$ cat src/design/swdhpe_pkg.sv
// swdhpe_pkg: shared types and constants for the serial wire debug host packet engine
// used by swdhpe_seq and swd_host_packet_engine_unit; no dependencies

package swdhpe_pkg;

  // tick function codes
  localparam logic [1:0] FUNC_TICK = 2'd0;
  localparam logic [1:0] FUNC_XFER = 2'd1;
  localparam logic [1:0] FUNC_LRST = 2'd2;

  // fixed header bits: start (bit 0) and park (bit 7)
  localparam logic [7:0]  HDR_FIXED = 8'h81;
  localparam logic [2:0]  ACK_OK    = 3'b001;
  localparam logic [31:0] ALL_ONES  = 32'hFFFF_FFFF;
  localparam logic [4:0]  LAST_BIT  = 5'd31;
  localparam logic [2:0]  HDR_LAST  = 3'd7;
  localparam logic [1:0]  ACK_LAST  = 2'd2;

  // sequencer phase, one-hot
  typedef enum logic [11:0] {
    PH_IDLE  = 12'b0000_0000_0001,
    PH_HDR   = 12'b0000_0000_0010,
    PH_TRN1  = 12'b0000_0000_0100,
    PH_ACK   = 12'b0000_0000_1000,
    PH_RDATA = 12'b0000_0001_0000,
    PH_RPAR  = 12'b0000_0010_0000,
    PH_RTRN  = 12'b0000_0100_0000,
    PH_WTRN  = 12'b0000_1000_0000,
    PH_WDATA = 12'b0001_0000_0000,
    PH_WPAR  = 12'b0010_0000_0000,
    PH_LRHI  = 12'b0100_0000_0000,
    PH_LRLO  = 12'b1000_0000_0000
  } phase_t;

  // one result word
  typedef struct packed {
    logic        clock_pulse;
    logic        swdio_out;
    logic        swdio_drive;
    logic        busy_res;
    logic        done_res;
    logic [2:0]  ack_code;
    logic [31:0] read_data;
    logic        parity_error;
  } res_t;

endpackage

$ cat src/design/swdhpe_seq.sv
// swdhpe_seq: per-tick transfer sequencer, state registers and result logic
// depends on swdhpe_pkg

module swdhpe_seq #(
  parameter int RESET_HIGH_CYCLES = 60,
  parameter int IDLE_LOW_CYCLES   = 4
) (
  input  logic               clk,
  input  logic               rst_n,
  input  logic               step,
  input  logic [1:0]         func,
  input  logic               ap_not_dp,
  input  logic               read_not_write,
  input  logic [1:0]         reg_addr,
  input  logic [31:0]        write_data,
  input  logic               ignore_ack,
  input  logic               swdio_in,
  output swdhpe_pkg::res_t   res
);

  localparam int CNT_MAX = (RESET_HIGH_CYCLES > IDLE_LOW_CYCLES) ?
                           RESET_HIGH_CYCLES : IDLE_LOW_CYCLES;
  localparam int CNT_W   = (CNT_MAX > 32) ? $clog2(CNT_MAX) : 5;
  localparam logic [CNT_W-1:0] LRHI_LAST = CNT_W'(RESET_HIGH_CYCLES - 1);
  localparam logic [CNT_W-1:0] LRLO_LAST = CNT_W'(IDLE_LOW_CYCLES - 1);
  localparam logic [CNT_W-1:0] CNT_ONE   = CNT_W'(1);

  swdhpe_pkg::phase_t phase_r, phase_nxt, ph;
  logic [CNT_W-1:0] cnt_r, cnt_nxt, cnt;
  logic [31:0]      shift_r, shift_nxt, sw;
  logic [7:0]       hdr_r, hdr_nxt, hdr;
  logic [2:0]       ack_r, ack_nxt, ack;
  logic             par_r, par_nxt, par;
  logic             rd_r, rd_nxt, srd;
  logic             ign_r, ign_nxt, sig;
  logic [3:0]       req;

  assign req = {reg_addr, read_not_write, ap_not_dp};

  // start of operation, then one tick of the sequence
  always_comb begin
    ph  = phase_r;
    cnt = cnt_r;
    sw  = shift_r;
    hdr = hdr_r;
    ack = ack_r;
    par = par_r;
    srd = rd_r;
    sig = ign_r;
    if (phase_r == swdhpe_pkg::PH_IDLE) begin
      if (func == swdhpe_pkg::FUNC_XFER) begin
        hdr = swdhpe_pkg::HDR_FIXED | {2'b00, ^req, req, 1'b0};
        sw  = read_not_write ? 32'd0 : write_data;
        srd = read_not_write;
        sig = ignore_ack;
        ack = 3'd0;
        par = 1'b0;
        cnt = '0;
        ph  = swdhpe_pkg::PH_HDR;
      end else if (func == swdhpe_pkg::FUNC_LRST) begin
        cnt = '0;
        ph  = swdhpe_pkg::PH_LRHI;
      end
    end

    res             = '0;
    res.clock_pulse = 1'b1;
    res.swdio_drive = 1'b1;
    res.busy_res    = 1'b1;
    phase_nxt = ph;
    cnt_nxt   = cnt;
    shift_nxt = sw;
    hdr_nxt   = hdr;
    ack_nxt   = ack;
    par_nxt   = par;
    rd_nxt    = srd;
    ign_nxt   = sig;

    case (ph)
      swdhpe_pkg::PH_HDR: begin
        res.swdio_out = hdr[cnt[2:0]];
        if (cnt[2:0] == swdhpe_pkg::HDR_LAST) begin
          cnt_nxt   = '0;
          phase_nxt = swdhpe_pkg::PH_TRN1;
        end else begin
          cnt_nxt = cnt + CNT_ONE;
        end
      end
      swdhpe_pkg::PH_TRN1: begin
        res.swdio_drive = 1'b0;
        cnt_nxt         = '0;
        phase_nxt       = swdhpe_pkg::PH_ACK;
      end
      swdhpe_pkg::PH_ACK: begin
        res.swdio_drive = 1'b0;
        ack_nxt = ack | (3'(swdio_in) << cnt[1:0]);
        if (cnt[1:0] == swdhpe_pkg::ACK_LAST) begin
          cnt_nxt = '0;
          if (srd) begin
            phase_nxt = (ack_nxt == swdhpe_pkg::ACK_OK) ? swdhpe_pkg::PH_RDATA
                                                         : swdhpe_pkg::PH_RTRN;
          end else begin
            phase_nxt = swdhpe_pkg::PH_WTRN;
          end
        end else begin
          cnt_nxt = cnt + CNT_ONE;
        end
      end
      swdhpe_pkg::PH_RDATA: begin
        res.swdio_drive = 1'b0;
        shift_nxt = sw | (32'(swdio_in) << cnt[4:0]);
        par_nxt   = par ^ swdio_in;
        if (cnt[4:0] == swdhpe_pkg::LAST_BIT) begin
          cnt_nxt   = '0;
          phase_nxt = swdhpe_pkg::PH_RPAR;
        end else begin
          cnt_nxt = cnt + CNT_ONE;
        end
      end
      swdhpe_pkg::PH_RPAR: begin
        res.swdio_drive = 1'b0;
        par_nxt         = par ^ swdio_in;
        phase_nxt       = swdhpe_pkg::PH_RTRN;
      end
      swdhpe_pkg::PH_RTRN: begin
        res.swdio_drive  = 1'b0;
        res.done_res     = 1'b1;
        res.ack_code     = ack;
        res.read_data    = (ack == swdhpe_pkg::ACK_OK) ? sw : swdhpe_pkg::ALL_ONES;
        res.parity_error = (ack == swdhpe_pkg::ACK_OK) ? par : 1'b0;
        phase_nxt        = swdhpe_pkg::PH_IDLE;
      end
      swdhpe_pkg::PH_WTRN: begin
        res.swdio_drive = 1'b0;
        cnt_nxt         = '0;
        // bad acknowledge ends the write unless forced
        if (!sig && ack != swdhpe_pkg::ACK_OK) begin
          res.done_res = 1'b1;
          res.ack_code = ack;
          phase_nxt    = swdhpe_pkg::PH_IDLE;
        end else begin
          phase_nxt = swdhpe_pkg::PH_WDATA;
        end
      end
      swdhpe_pkg::PH_WDATA: begin
        res.swdio_out = sw[cnt[4:0]];
        par_nxt       = par ^ sw[cnt[4:0]];
        if (cnt[4:0] == swdhpe_pkg::LAST_BIT) begin
          cnt_nxt   = '0;
          phase_nxt = swdhpe_pkg::PH_WPAR;
        end else begin
          cnt_nxt = cnt + CNT_ONE;
        end
      end
      swdhpe_pkg::PH_WPAR: begin
        res.swdio_out = par;
        res.done_res  = 1'b1;
        res.ack_code  = ack;
        phase_nxt     = swdhpe_pkg::PH_IDLE;
      end
      swdhpe_pkg::PH_LRHI: begin
        res.swdio_out = 1'b1;
        if (cnt == LRHI_LAST) begin
          cnt_nxt   = '0;
          phase_nxt = swdhpe_pkg::PH_LRLO;
        end else begin
          cnt_nxt = cnt + CNT_ONE;
        end
      end
      swdhpe_pkg::PH_LRLO: begin
        if (cnt == LRLO_LAST) begin
          cnt_nxt      = '0;
          res.done_res = 1'b1;
          phase_nxt    = swdhpe_pkg::PH_IDLE;
        end else begin
          cnt_nxt = cnt + CNT_ONE;
        end
      end
      default: begin
        res.clock_pulse = 1'b0;
        res.busy_res    = 1'b0;
        phase_nxt       = swdhpe_pkg::PH_IDLE;
      end
    endcase
  end

  // state registers, advance once per accepted word
  always_ff @(posedge clk) begin
    if (!rst_n) begin
      phase_r <= swdhpe_pkg::PH_IDLE;
      cnt_r   <= '0;
      shift_r <= '0;
      hdr_r   <= '0;
      ack_r   <= '0;
      par_r   <= 1'b0;
      rd_r    <= 1'b0;
      ign_r   <= 1'b0;
    end else if (step) begin
      phase_r <= phase_nxt;
      cnt_r   <= cnt_nxt;
      shift_r <= shift_nxt;
      hdr_r   <= hdr_nxt;
      ack_r   <= ack_nxt;
      par_r   <= par_nxt;
      rd_r    <= rd_nxt;
      ign_r   <= ign_nxt;
    end
  end

  // checks
  a_done_to_idle: assert property (@(posedge clk) disable iff (!rst_n)
    step && res.done_res |=> phase_r == swdhpe_pkg::PH_IDLE)
    else $error("phase not idle after done");

  a_perr_read_only: assert property (@(posedge clk) disable iff (!rst_n)
    res.parity_error |-> res.done_res && rd_r)
    else $error("parity error outside read completion");

  a_released_no_data: assert property (@(posedge clk) disable iff (!rst_n)
    !res.swdio_drive |-> !res.swdio_out && res.busy_res)
    else $error("line released while idle or driving a level");

  a_idle_quiet: assert property (@(posedge clk) disable iff (!rst_n)
    !res.busy_res |-> !res.clock_pulse && !res.done_res)
    else $error("pulse or done while idle");

endmodule

$ cat src/design/swd_host_packet_engine_unit.sv
// swd_host_packet_engine_unit: top level, word handshake and result register
// depends on swdhpe_pkg and swdhpe_seq
//
//   channel  direction  handshake            payload
//   in_      input      in_valid / in_ready  func, ap_not_dp, read_not_write, reg_addr,
//                                            write_data, ignore_ack, swdio_in
//   out_     output     out_valid/out_ready  clock_pulse, swdio_out, swdio_drive, busy_res,
//                                            done_res, ack_code, read_data, parity_error
//
// one input word per cycle while in_ready is high; its result enters the output register the next cycle
// one tick of the sequencer per accepted word
// a stalled output holds its word; in_ready is low only while that word waits
// synchronous active-low reset returns the sequencer to idle and empties the output

module swd_host_packet_engine_unit #(
  parameter int RESET_HIGH_CYCLES = 60,
  parameter int IDLE_LOW_CYCLES   = 4
) (
  input  logic        clk,
  input  logic        rst_n,
  input  logic        in_valid,
  output logic        in_ready,
  input  logic [1:0]  in_func,
  input  logic        in_ap_not_dp,
  input  logic        in_read_not_write,
  input  logic [1:0]  in_reg_addr,
  input  logic [31:0] in_write_data,
  input  logic        in_ignore_ack,
  input  logic        in_swdio_in,
  output logic        out_valid,
  input  logic        out_ready,
  output logic        out_clock_pulse,
  output logic        out_swdio_out,
  output logic        out_swdio_drive,
  output logic        out_busy_res,
  output logic        out_done_res,
  output logic [2:0]  out_ack_code,
  output logic [31:0] out_read_data,
  output logic        out_parity_error
);

  logic             accept;
  logic             valid_r, valid_nxt;
  swdhpe_pkg::res_t res;
  swdhpe_pkg::res_t res_r;

  assign in_ready = !valid_r || out_ready;
  assign accept   = in_valid && in_ready;

  swdhpe_seq #(
    .RESET_HIGH_CYCLES (RESET_HIGH_CYCLES),
    .IDLE_LOW_CYCLES   (IDLE_LOW_CYCLES)
  ) u_seq (
    .clk            (clk),
    .rst_n          (rst_n),
    .step           (accept),
    .func           (in_func),
    .ap_not_dp      (in_ap_not_dp),
    .read_not_write (in_read_not_write),
    .reg_addr       (in_reg_addr),
    .write_data     (in_write_data),
    .ignore_ack     (in_ignore_ack),
    .swdio_in       (in_swdio_in),
    .res            (res)
  );

  // output word valid
  always_comb begin
    valid_nxt = valid_r;
    if (accept) begin
      valid_nxt = 1'b1;
    end else if (out_ready) begin
      valid_nxt = 1'b0;
    end
  end

  always_ff @(posedge clk) begin
    if (!rst_n) begin
      valid_r <= 1'b0;
    end else begin
      valid_r <= valid_nxt;
    end
  end

  // result payload
  always_ff @(posedge clk) begin
    if (accept) begin
      res_r <= res;
    end
  end

  assign out_valid        = valid_r;
  assign out_clock_pulse  = res_r.clock_pulse;
  assign out_swdio_out    = res_r.swdio_out;
  assign out_swdio_drive  = res_r.swdio_drive;
  assign out_busy_res     = res_r.busy_res;
  assign out_done_res     = res_r.done_res;
  assign out_ack_code     = res_r.ack_code;
  assign out_read_data    = res_r.read_data;
  assign out_parity_error = res_r.parity_error;

  // checks
  a_accept_fills: assert property (@(posedge clk) disable iff (!rst_n)
    accept |=> valid_r)
    else $error("accepted word produced no result");

  a_stall_blocks: assert property (@(posedge clk) disable iff (!rst_n)
    valid_r && !out_ready |-> !accept)
    else $error("input taken while result stalled");

  a_result_held: assert property (@(posedge clk) disable iff (!rst_n)
    valid_r && !out_ready |=> $stable(res_r))
    else $error("stalled result changed");

endmodule

$ cat config.mk
export PLATFORM = sky130hd
export DESIGN_NAME = swd_host_packet_engine_unit
export DESIGN_NICKNAME = d
export VERILOG_FILES = /design/src/design/swdhpe_pkg.sv /design/src/design/swdhpe_seq.sv /design/src/design/swd_host_packet_engine_unit.sv
export SDC_FILE = /design/constraint.sdc
export NUM_CORES = 1
export LEC_CHECK = 0
export BUFFER_PORTS_ARGS = -buffer_cell sky130_fd_sc_hd__buf_2
export CELL_PAD_IN_SITES_DETAIL_PLACEMENT = 0
export CELL_PAD_IN_SITES_GLOBAL_PLACEMENT = 1
export CORE_ASPECT_RATIO = 1.5
export CORE_UTILIZATION = 39
export CTS_CLUSTER_DIAMETER = 80
export DETAILED_ROUTE_END_ITERATION = 16
export PLACE_DENSITY_LB_ADDON = 0.1
export SLEW_MARGIN = 25
export SYNTH_ARGS = -nofsm -noshare
export SYNTH_HDL_FRONTEND = slang
export SYNTH_SLANG_ARGS = --single-unit
$ cat constraint.sdc
create_clock -name clk -period 3.5 [get_ports clk]
set_input_delay 0.35 -clock clk [delete_from_list [all_inputs] [get_ports clk]]
set_output_delay 0.35 -clock clk [all_outputs]
set_load 0.005 [all_outputs]
# After elaboration in Yosys (flattened, before gate mapping)
# Index checks and enable logic that the tools add are counted.
# word_totals
ff_bits	105
in_bits	44
output_inout_bits	43
elab_cells	113
# op_classes
n_addsub	1
order_cmp	2
n_eq_ne	22
shifts	2
mux	52
bitwise_logic	4
reduce_logical	14
# ops
op	n
2-to-1 mux 32 bit	5
2-to-1 mux 12 bit	10
case mux 12 bit (9 select lines)	1
2-to-1 mux 6 bit	8
case mux 6 bit (6 select lines)	1
OR 32 bit	1
<< shifter 1 x 5 -> 32 bit	1
2-to-1 mux 8 bit	2
2-to-1 mux 1 bit	13
== test 12 x 1 -> 1 bit, second input constant	1
== test 12 x 10 -> 1 bit, second input constant	1
== test 12 x 11 -> 1 bit, second input constant	1
== test 12 bit, second input constant	1
== test 12 x 2 -> 1 bit, second input constant	1
== test 12 x 3 -> 1 bit, second input constant	1
== test 12 x 4 -> 1 bit, second input constant	1
== test 12 x 5 -> 1 bit, second input constant	1
== test 12 x 6 -> 1 bit, second input constant	1
== test 12 x 7 -> 1 bit, second input constant	1
== test 12 x 8 -> 1 bit, second input constant	1
== test 12 x 9 -> 1 bit, second input constant	1
OR reduction 11 bit	1
2-to-1 mux 3 bit	3
2-to-1 mux 9 bit	1
other kinds (30)	38

# Depth between registers and ports, before layout
# Gate-level depths: netlist (run 1).
# depth
depth_word	11
mapped_depth	15
depth_no_buf	13

# Modules after synthesis
# From an unflattened synthesis (run 1), not the netlist that was laid out.
# hier_totals
cells_unflattened	690
hier_area_um2	6132.1
# modules_own_cells
module	n_inst	cells_each	area_per_inst_um2	seq_area_each_um2
swdhpe_seq	1	644	4843.4	1281.2
swd_host_packet_engine_unit	1	46	1288.7	1251.2

# Worst setup path after synthesis (run 1)
# Ideal clock, no wire load.
# synth_path
kind	reg-to-reg
startpoint	reg u_seq.phase_r[2]
endpoint	reg res_r (netlist bit out_swdio_out), data pin
setup_ps	272
arrival_time_ps	3042
required_time_ps	3228
setup_slack_ps	186
stages_incl_launch_ff	14
n_path_buf	4
synth_period_minus_slack_ps	3314
cell_sequence	dfxtp_1 buf_6 or4_4 buf_6 nor4_4 buf_6 buf_6 mux2i_1 a21oi_1 nor4_1 nor4_2 a22oi_1 nor2_1 or4_1
# synth_lines
item	line_no	text
start: declaration	swdhpe_seq.sv:28	swdhpe_pkg::phase_t phase_r, phase_nxt, ph;
start signal: assignment	swdhpe_seq.sv:190	phase_r <= swdhpe_pkg::PH_IDLE;
start signal: assignment	swdhpe_seq.sv:199	phase_r <= phase_nxt;
end signal: assignment	swd_host_packet_engine_unit.sv:88	res_r <= res;
end: declaration	swd_host_packet_engine_unit.sv:45	swdhpe_pkg::res_t res_r;

==> reports/qor.yml, run 1 <==
r2r-start: "u_seq.phase_r[3]"
syn_inst: 691
comb_power_share_pct: 16.9
synth_commonest_cells: "77 x nor2_1, 69 x a21oi_1, 65 x dfxtp_1"
r2r_setup_slack_ns: 0.12
p_total_mw: 2.86
via_count: 5876
synth_edf_count: 40
viasPerCell: 5.79
drv_slew: 0
syn_area_um2: 5910
drtPass1Iterations: 5
ys_seq_area_share_pct: 42.3
synth_area_per_cell_um2: 8.56
cap_violations: 0
hp-start: "in_valid"
status: "finished clean"
cp.arrival_ns: 3.48
tritoncts: "done"
h-tree-depth: 3
clk_latency_ns: 0.36
p_int_mw: 2.05
core_um2: 14700
cts.sinks: 105
p_sw_mw: 0.806
worst-slew-pin-transition_ns: 0.793
setup-violations-final: 0
tns_ns: 0
final_nets: 861
synthToLayoutAreaGrowth_pct: 23.8
design_area_um2: 7320
grt_pass1_vias: 5881
reg2reg_depth: 12
grtUsageMet3_pct: 2.94
drc: 0
io_pins: 87
place_hpwl_mm: 15.5
endpoint_kind: "flip-flop"
grt_pass1_wl_mm: 32.9
hold_viol: 0
synthDistinctLibCells: 65
synth_ff_type: "dfxtp_1"
grt_max_degree: 103
routed_wl_mm: 21.4
gp_congestion: 0.949
antenna_found_initial: 0
period_share_pct: 96.6
p_seq_share_pct: 47.1
synthTopCellsByArea: "dfxtp_1 22%, edfxtp_1 20%, a21oi_1 5.8%"
wire_per_inst_um: 21.1
async_flop_share_pct: 0
dieArea_um2: 15700
ant_nets: 0
final_util_pct: 49.9
p_leak_nw: 2.87
floorplan.initialDensity_pct: 40.3
ys_warn_count: 0
hold_class: "primary input to flip-flop"
synth_most_common_cell: "nor2_1"
worstReg2RegEnd: "out_swdio_out"
fin_crit_ns: 3.38
numCtsBuffers: 9
first_iter_violations: 319
cp_max_fo: 9
ir_drop_v: 0.000250
portBuffers: 86
clkPwrFrac_pct: 36.1
grtUsageMet2_pct: 48.9
rows: 54
grt.met1_usage_pct: 32.3
sw_frac_of_total_pct: 28.2
syn-num-nets: 739
worstHoldPathCells: 3
synth_seq_cells: 105
die_x_um: 103
max_freq_ghz: 0.296
die_y_um: 153
cp-start-kind: "flip-flop"
grt-busiest-layer: "met2"
crit_type: "flip-flop to flip-flop"
clockBufferDepth: 2
antennaDiodeCount: 0
cts_root_buffer: "clkbuf_16"
grt_overflow_total: 0
final_cells: 1014
place_area_um2: 6940
grt_usage_pct: 28.3
drive_gt1_share_pct: 24.7
max-slew-margin-rel_pct: 45.8
skew_ns: 0.0133
numPlacedInstances: 993
cp.required_ns: 3.60
clkSlewWorstSetupHoldPaths_ns: 0.08
synth_top_area_share_pct: 22.0
power.density_nw_per_um2: 391
whs_endpoint: "out_valid"
synth_top_cell_by_area: "dfxtp_1"
==> state kept, by name, indices dropped and copies added (netlist names), 3 cells and up <==
name / cells
out_read_data: 32
u_seq.shift_r: 32
u_seq.phase_r: 12
u_seq.hdr_r: 8
u_seq.cnt_r: 6
out_ack_code: 3
u_seq.ack_r: 3
==> how the worst max path moves through the flow <==
stage / startpoint / endpoint / cells after the start
after floorplan: u_seq.phase_r[2] / out_swdio_out / 13
after detailed placement: u_seq.phase_r[4] / out_swdio_out / 10
after CTS: u_seq.phase_r[3] / out_swdio_out / 10
after global placement: u_seq.phase_r[4] / out_swdio_out / 10
final: u_seq.phase_r[3] / out_swdio_out / 12
after global routing: u_seq.phase_r[3] / out_swdio_out / 12
==> worst max-delay path, cell delays in order, from the launching register on <==
cell      delay (ns)
dfxtp_1         0.39
or4_4           0.61
nor4_4          0.22
buf_4           0.18
buf_12          0.14
buf_4           0.11
mux2i_1         0.25
mux2i_1         0.15
nor3_1          0.20
a311oi_2        0.12
a22oi_1         0.27
nor2_1          0.07
or4_1           0.42
==> logic make-up (layout without fill, tap and decap cells) <==
logic type / count (synthesis) / count (layout) / synth area share, %
XOR/XNOR: 6 / 6 / 0.889
flip-flops: 105 / 105 / 42.3
AO/OA/AOI/OAI: 206 / 206 / 21.2
multiplexers: 35 / 35 / 5.99
AND/OR/NAND/NOR: 270 / 270 / 24.0
adder cells (fa/ha/maj): 4 / 4 / 0.846
buffers and inverters: 65 / 192 / 4.78
==> through the flow <==
stage	hold WS, ns	worst slack [ns]
after global routing	0.229	-0.000898
final	0.222	0.118
after detailed placement	0.447	-0.0558
after CTS	0.214	0.0158
after global placement	0.442	0.0811
after floorplan	0.428	0.186
==> power groups by stage <==
stage	Clock (mW)	Combinational [mW]	Sequential (mW)
2_1_floorplan	0	0.260	1.37
4_1_cts	1.05	0.473	1.34
3_5_place_dp	0	0.464	1.37
5_1_grt	1.09	0.523	1.35
3_3_place_gp	0	0.459	1.37
6_report	1.03	0.483	1.35
==> cell usage in the layout (no fill, tap or decap), types with 6 or more instances in the layout <==
cell       synthesis  final
a21oi_1           69     69
nor3b_1           10     10
nor2b_1           33     33
clkbuf_16          0      9
nor2_1            77     77
buf_2              1     86
a211oi_1           6      6
nor3_1            14     13
nand2b_1           7      7
mux2i_1           32     29
nand4_1           10     10
dfxtp_1           65     65
and3_1            12     12
a31oi_1           10     10
edfxtp_1          40     40
nand2_1           48     48
inv_1             11     11
nor4_1             9      9
buf_4              2     71
o211ai_1          28     28
or4_1              7      6
nand3_1           15     15
o21ai_0           56     56
==> area by class of cell <==
class / instances / area [um^2]
inverter: 14 / 53.8
sequential: 105 / 2500
tap: 196 / 245
multi-input combinational: 521 / 3170
timing repair buffer: 162 / 1050
fill: 1473 / 7340
clock inverter: 5 / 43.8
clock buffer: 11 / 253
==> timing repair <==
item,4_1_cts,5_1_grt
pin swaps,2,2
cloned,0,0
hold buffers,0,0
gates resized for setup,0,9
buffers inserted,4,1
endpoints found under the setup margin,1,1
==> routing by layer <==
layer / part of all wire (%) / vias up
met4: 5.9 / 0
li1: - / 2790
met5: 0 / -
met1: 39 / 2803
met2: 51 / 219
met3: 4.6 / 64
Note: power is estimated with default switching activity, not from simulation.
==> run 2: changes to the inputs <==
Settings changed: BUFFER_PORTS_ARGS -buffer_cell sky130_fd_sc_hd__buf_2 to unset, CORE_UTILIZATION 39 to 43, DONT_BUFFER_PORTS set to 1, TNS_END_PERCENT set to 50.
==> run 2 against run 1 <==
The flow now finishes with violations (design-rule violations). Largest power group unchanged. Routed wire length is 4.7% lower. Sequential share of layout area rose by 2.8 points. Die area is 9.2% lower. Cell area fell by 7.5%. Sequential power is essentially flat. Cell count down 13%. Clock skew fell by 0.00066 ns. Critical endpoint unchanged. First-iteration DRC count grew 20%.
==> reports/qor.yml, run 2 (synthesized netlist as in run 1, its figures left out) <==
cp_max_fo: 15  # was 9
rows: 52  # was 54
io_pins: 87  # unchanged
max_freq_ghz: 0.300  # was 0.296 GHz
viasPerCell: 6.24  # was 5.79
clockBufferDepth: 2  # unchanged
drc: 12  # was 0
power.density_nw_per_um2: 409  # was 391 nW/um^2
place_hpwl_mm: 14.6  # was 15.5 mm
r2r_setup_slack_ns: 0.16  # was 0.12 ns
cts.sinks: 105  # unchanged
p_total_mw: 2.77  # was 2.86 mW
routed_wl_mm: 20.4  # was 21.4 mm
cp-start-kind: "flip-flop"  # unchanged
core_um2: 13500  # was 14700 um^2
p_leak_nw: 2.47  # was 2.87 nW
grt_pass1_wl_mm: 30.9  # was 32.9 mm
via_count: 5533  # was 5876
drv_slew: 0  # unchanged
status: "finished, violations left"  # was finished clean
ir_drop_v: 0.000216  # was 0.000250 V
wire_per_inst_um: 23.0  # was 21.1 um
endpoint_kind: "flip-flop"  # unchanged
cp.arrival_ns: 3.43  # was 3.48 ns
failed_checks: "design-rule violations"
numPlacedInstances: 863  # was 993
drive_gt1_share_pct: 15.1  # was 24.7%
crit_type: "flip-flop to flip-flop"  # unchanged
die_y_um: 146  # was 153 um
first_iter_violations: 382  # was 319
clkSlewWorstSetupHoldPaths_ns: 0.08  # about the same
h-tree-depth: 3  # unchanged
max-slew-margin-rel_pct: 52.1  # was 45.8%
ant_nets: 0  # unchanged
die_x_um: 97.8  # was 103 um
tritoncts: "done"  # unchanged
fin_ws_ns: 0.163  # was 0.118 ns
cts_root_buffer: "clkbuf_16"  # unchanged
gp_congestion: 0.946  # was 0.949
hold_class: "primary input to flip-flop"  # unchanged
grt_max_degree: 106  # was 103
place_area_um2: 6390  # was 6940 um^2
grt_pass1_vias: 5343  # was 5881
hold_viol: 0  # unchanged
worst-slew-pin-transition_ns: 0.700  # was 0.793 ns
cp.required_ns: 3.60  # about the same
antennaDiodeCount: 0  # unchanged
tns_ns: 0  # unchanged
fin_crit_ns: 3.34  # was 3.38 ns
floorplan.initialDensity_pct: 43.9  # was 40.3%
final_nets: 767  # was 861
layout_commonest_cell: "nor2_1"  # was buf_2
drtPass1Iterations: 11  # was 5
rsz0062_at_grt: "false"
whs_ns: 0.0851  # was 0.222 ns
final_util_pct: 50.3  # was 49.9%
antenna_found_initial: 0  # unchanged
clk_latency_ns: 0.35  # was 0.36 ns
dieArea_um2: 14200  # was 15700 um^2
synthToLayoutAreaGrowth_pct: 14.5  # was 23.8%
final_cell_mix: "77 x nor2_1, 69 x a21oi_1, 65 x dfxtp_1, 65 x buf_4, 56 x o21ai_0"  # was 86 x buf_2, 77 x nor2_1, 71 x buf_4, 69 x a21oi_1, 65 x dfxtp_1
skew_ns: 0.0127  # was 0.0133 ns
cap_violations: 0  # unchanged
grt_usage_pct: 28.8  # was 28.3%
numCtsBuffers: 9  # unchanged
final_cells: 886  # was 1014
period_share_pct: 95.3  # was 96.6%
design_area_um2: 6770  # was 7320 um^2
place_ws_ns: 0.0203  # was -0.0558 ns
grt_overflow_total: 0  # unchanged
portBuffers: 0  # was 86
setup-violations-final: 0  # unchanged
[run 2: area by class of cell]
cell class	count	area [um^2]
Clock inverter	5	48.8
Sequential cell	105	2500
Clock buffer	11	243
Inverter	14	53.8
Fill cell	1319	6700
Multi-Input combinational cell	521	3170
Tap cell	162	203
Timing Repair Buffer	68	548
[run 2: worst max-delay path, stage by stage, from the launching register on]
cell and delay, ns:
dfxtp_1 0.38, or4_4 0.61, nor4_4 0.30, buf_12 0.21, mux2i_2 0.28, nor2b_1 0.09, a2111oi_2 0.37, a311oi_2 0.12
a22oi_1 0.22, nor2_1 0.07, or4_1 0.42
[run 2: power breakdown]
part | internal (mW) | switching [mW]
Clock | 0.519 | 0.492
Combinational | 0.163 | 0.244
Sequential | 1.32 | 0.0302
[run 2: path summary, 6_finish.rpt]
kind | startpoint | endpoint | cells after the start
worst max register to register | u_seq.phase_r[4] | out_swdio_out | 10
worst max-delay path | u_seq.phase_r[4] | out_swdio_out | 10
worst min-delay path | rst_n | u_seq.phase_r[0] | 1
worst min register to register | u_seq.ign_r | u_seq.ign_r | 2
[run 2: per-layer routing]
layer,GRT usage [%],wire length [um],share of wire [%],vias up
met1,33.0,7920,39,2680
met5,0,0,0,-
met2,51.5,10500,52,196
met3,4.71,933,4.6,50
li1,-,-,-,2607
met4,14.2,955,4.7,0
[run 2: timing repair]
action,4_1_cts,5_1_grt
hold buffers,0,0
resized for setup,0,9
setup endpoints to repair,0,2
buffers inserted,0,7
==> run 3: changes to the inputs <==
Settings changed: RECOVER_POWER set to 25, SETUP_SLACK_MARGIN set to 0.15, SKIP_LAST_GASP set to 1.
==> run 3 against run 2 <==
Global-route usage increased by 0.075 points. Via count up 0.69%. Critical path type unchanged. Register-to-register slack about the same. Clock power hardly changed. Utilization rose by 1.1 points. Cell area grew 2.2%. First-iteration DRC count is 15% higher. Sequential share of layout area fell by 0.76 points. Routed wire length increased by 1.1%. The run still ends with design-rule violations left. Non-clock buffer count grew 1. Total power up 1.1%.
==> reports/qor.yml, run 3 (synthesized netlist as in run 1, its figures left out) <==
status: "finished, violations left"  # unchanged
failed_checks: "design-rule violations"  # unchanged
grt_pass1_wl_mm: 31.0  # was 30.9 mm
grt_overflow_total: 0  # unchanged
fin_ws_ns: 0.162  # was 0.163 ns
n_fill_cell: 1301  # was 1319
crit_type: "flip-flop to flip-flop"  # unchanged
place_hpwl_mm: 14.6  # unchanged
ant_nets: 0  # unchanged
die_y_um: 146  # unchanged
worst-slew-pin-transition_ns: 0.688  # was 0.700 ns
crit_path_start: "u_seq.phase_r[7]"  # was u_seq.phase_r[4]
clkSlewWorstSetupHoldPaths_ns: 0.08  # about the same
rsz0062_at_grt: "true"  # was false
final_nets: 768  # was 767
antenna_found_initial: 0  # unchanged
fin_crit_ns: 3.34  # about the same
critPathTopFamily: "simple AND/OR/NAND/NOR gates"  # unchanged
grt-busiest-layer: "met2"  # unchanged
core_um2: 13500  # unchanged
clk_latency_ns: 0.36  # was 0.35 ns
p_leak_nw: 2.48  # was 2.47 nW
reg2reg_depth: 12  # was 10
wire_per_inst_um: 23.2  # was 23.0 um
tritoncts: "done"  # unchanged
r2r_setup_slack_ns: 0.16  # about the same
worstReg2RegEnd: "out_swdio_out"  # unchanged
antennaDiodeCount: 0  # unchanged
grt_max_degree: 106  # unchanged
place_ws_ns: 0.0203  # unchanged
cp-start-kind: "flip-flop"  # unchanged
critPathSlowestCell: "or4_4"  # unchanged
grt_pass1_vias: 5362  # was 5343
routed_wl_mm: 20.6  # was 20.4 mm
drive_gt1_share_pct: 17.4  # was 15.1%
grt.met1_usage_pct: 33.1  # was 33.0%
rows: 52  # unchanged
viasPerCell: 6.28  # was 6.24
numCtsBuffers: 9  # unchanged
floorplan.initialDensity_pct: 43.9  # unchanged
tns_ns: 0  # unchanged
power.density_nw_per_um2: 405  # was 409 nW/um^2
via_count: 5571  # was 5533
hold_class: "primary input to flip-flop"  # unchanged
clockBufferDepth: 2  # unchanged
worst-path-stages: 12  # was 10
grtUsageMet2_pct: 51.6  # was 51.5%
crit_buf_inv: 3  # was 1
ir_drop_v: 0.000223  # was 0.000216 V
cp.arrival_ns: 3.43  # about the same
gp_congestion: 0.946  # unchanged
cap_violations: 0  # unchanged
grt_usage_pct: 28.9  # was 28.8%
endpoint_kind: "flip-flop"  # unchanged
first_iter_violations: 438  # was 382
dieArea_um2: 14200  # unchanged
cp.required_ns: 3.60  # about the same
drv_slew: 0  # unchanged
crit_chain: "or4_4 -> nor4_4 -> buf_4 -> buf_12 -> clkbuf_16 -> mux2i_1 -> mux2_2 -> o211a_1 -> nor4_2 -> a22oi_1 -> nor2_1 -> or4_1"  # was or4_4 -> nor4_4 -> buf_12 -> mux2i_2 -> nor2b_1 -> a2111oi_2 -> a311oi_2 -> a22oi_1 -> nor2_1 -> or4_1
die_x_um: 97.8  # unchanged
final_util_pct: 51.4  # was 50.3%
drtPass1Iterations: 11  # unchanged
layout_commonest_cell: "nor2_1"  # unchanged
worstSetupEndpoint: "out_swdio_out"  # unchanged
holdBufCountCts: 0  # unchanged
final_cell_mix: "77 x nor2_1, 66 x a21oi_1, 63 x dfxtp_1, 62 x buf_4, 56 x o21ai_0"  # was 77 x nor2_1, 69 x a21oi_1, 65 x dfxtp_1, 65 x buf_4, 56 x o21ai_0
portBuffers: 0  # unchanged
period_share_pct: 95.4  # was 95.3%
drc: 12  # unchanged
grtUsageMet3_pct: 4.71  # unchanged
r2r-start: "u_seq.phase_r[7]"  # was u_seq.phase_r[4]
cts_root_buffer: "clkbuf_16"  # unchanged
skew_ns: 0.0117  # was 0.0127 ns
max-slew-margin-rel_pct: 52.9  # was 52.1%
max_freq_ghz: 0.300  # about the same
h-tree-depth: 3  # unchanged
io_pins: 87  # unchanged
synthToLayoutAreaGrowth_pct: 17.1  # was 14.5%
critPathMaxStageDelay_ns: 0.56  # was 0.61 ns
cts.sinks: 105  # unchanged
cp_max_fo: 7  # was 15
hold_viol: 0  # unchanged
setup-violations-final: 0  # unchanged
[run 3: cell types whose count changed in the layout (fill, tap and decap cells not counted), moves of 2 or more]
| cell | previous run | this run |
|---|---|---|
| mux2i_1 | 30 | 22 |
| mux2i_4 | 0 | 6 |
| a21oi_1 | 69 | 66 |
| a21oi_2 | 1 | 4 |
| buf_4 | 65 | 62 |
| dfxtp_1 | 65 | 63 |
| dfxtp_2 | 0 | 2 |
| mux2i_2 | 2 | 4 |
[run 3: repair_timing]
item | CTS | global route
pin swaps | 0 | 4
setup endpoints to repair | 1 | 9
gates resized for setup | 3 | 30
gates cloned | 0 | 1
buffers inserted | 2 | 5
[run 3: area by class of cell]
class	count	area (um^2)	area share, %
flip-flops and latches	105	2500	36.2
inverters	14	53.8	0.777
repair buffers	69	586	8.46
clock buffers	11	243	3.51
multi-input cells	521	3280	47.4
clock inverters	5	48.8	0.705
well taps	162	203	2.93
[run 3: stage by stage]
step	instance area, um^2	hold slack (ns)	instances	power (mW)
4_1_cts	6700	0.0790	881	2.78
2_1_floorplan	5910	0.428	691	1.63
3_3_place_gp	6390	0.440	863	1.77
3_5_place_dp	6390	0.444	863	1.77
6_report	6920	0.0844	887	2.80
5_1_grt	6920	0.0982	887	2.90
[run 3: worst min-delay path by stage]
stage | end | from | slack, ns | cells after the start
floorplan | u_seq.hdr_r[3] | u_seq.hdr_r[3] | 0.43 | 2
global placement | u_seq.hdr_r[3] | u_seq.hdr_r[3] | 0.44 | 2
detailed placement | u_seq.ign_r | u_seq.ign_r | 0.44 | 2
CTS | u_seq.phase_r[0] | rst_n | 0.08 | 1
global route | u_seq.phase_r[0] | rst_n | 0.1 | 1
finish | u_seq.phase_r[0] | rst_n | 0.08 | 1
[run 3: layer usage]
layer / vias to the layer above / wire length, um
met1: 2703 / 8030
met3: 56 / 895
met5: - / 0
li1: 2614 / -
met4: 0 / 1080
met2: 198 / 10600
[run 3: where the power goes]
part           switching (mW)  internal (mW)  total [mW]
combinational           0.253          0.179       0.432
sequential             0.0334           1.32        1.36
clock                   0.495          0.519        1.01
total                   0.781           2.02        2.80
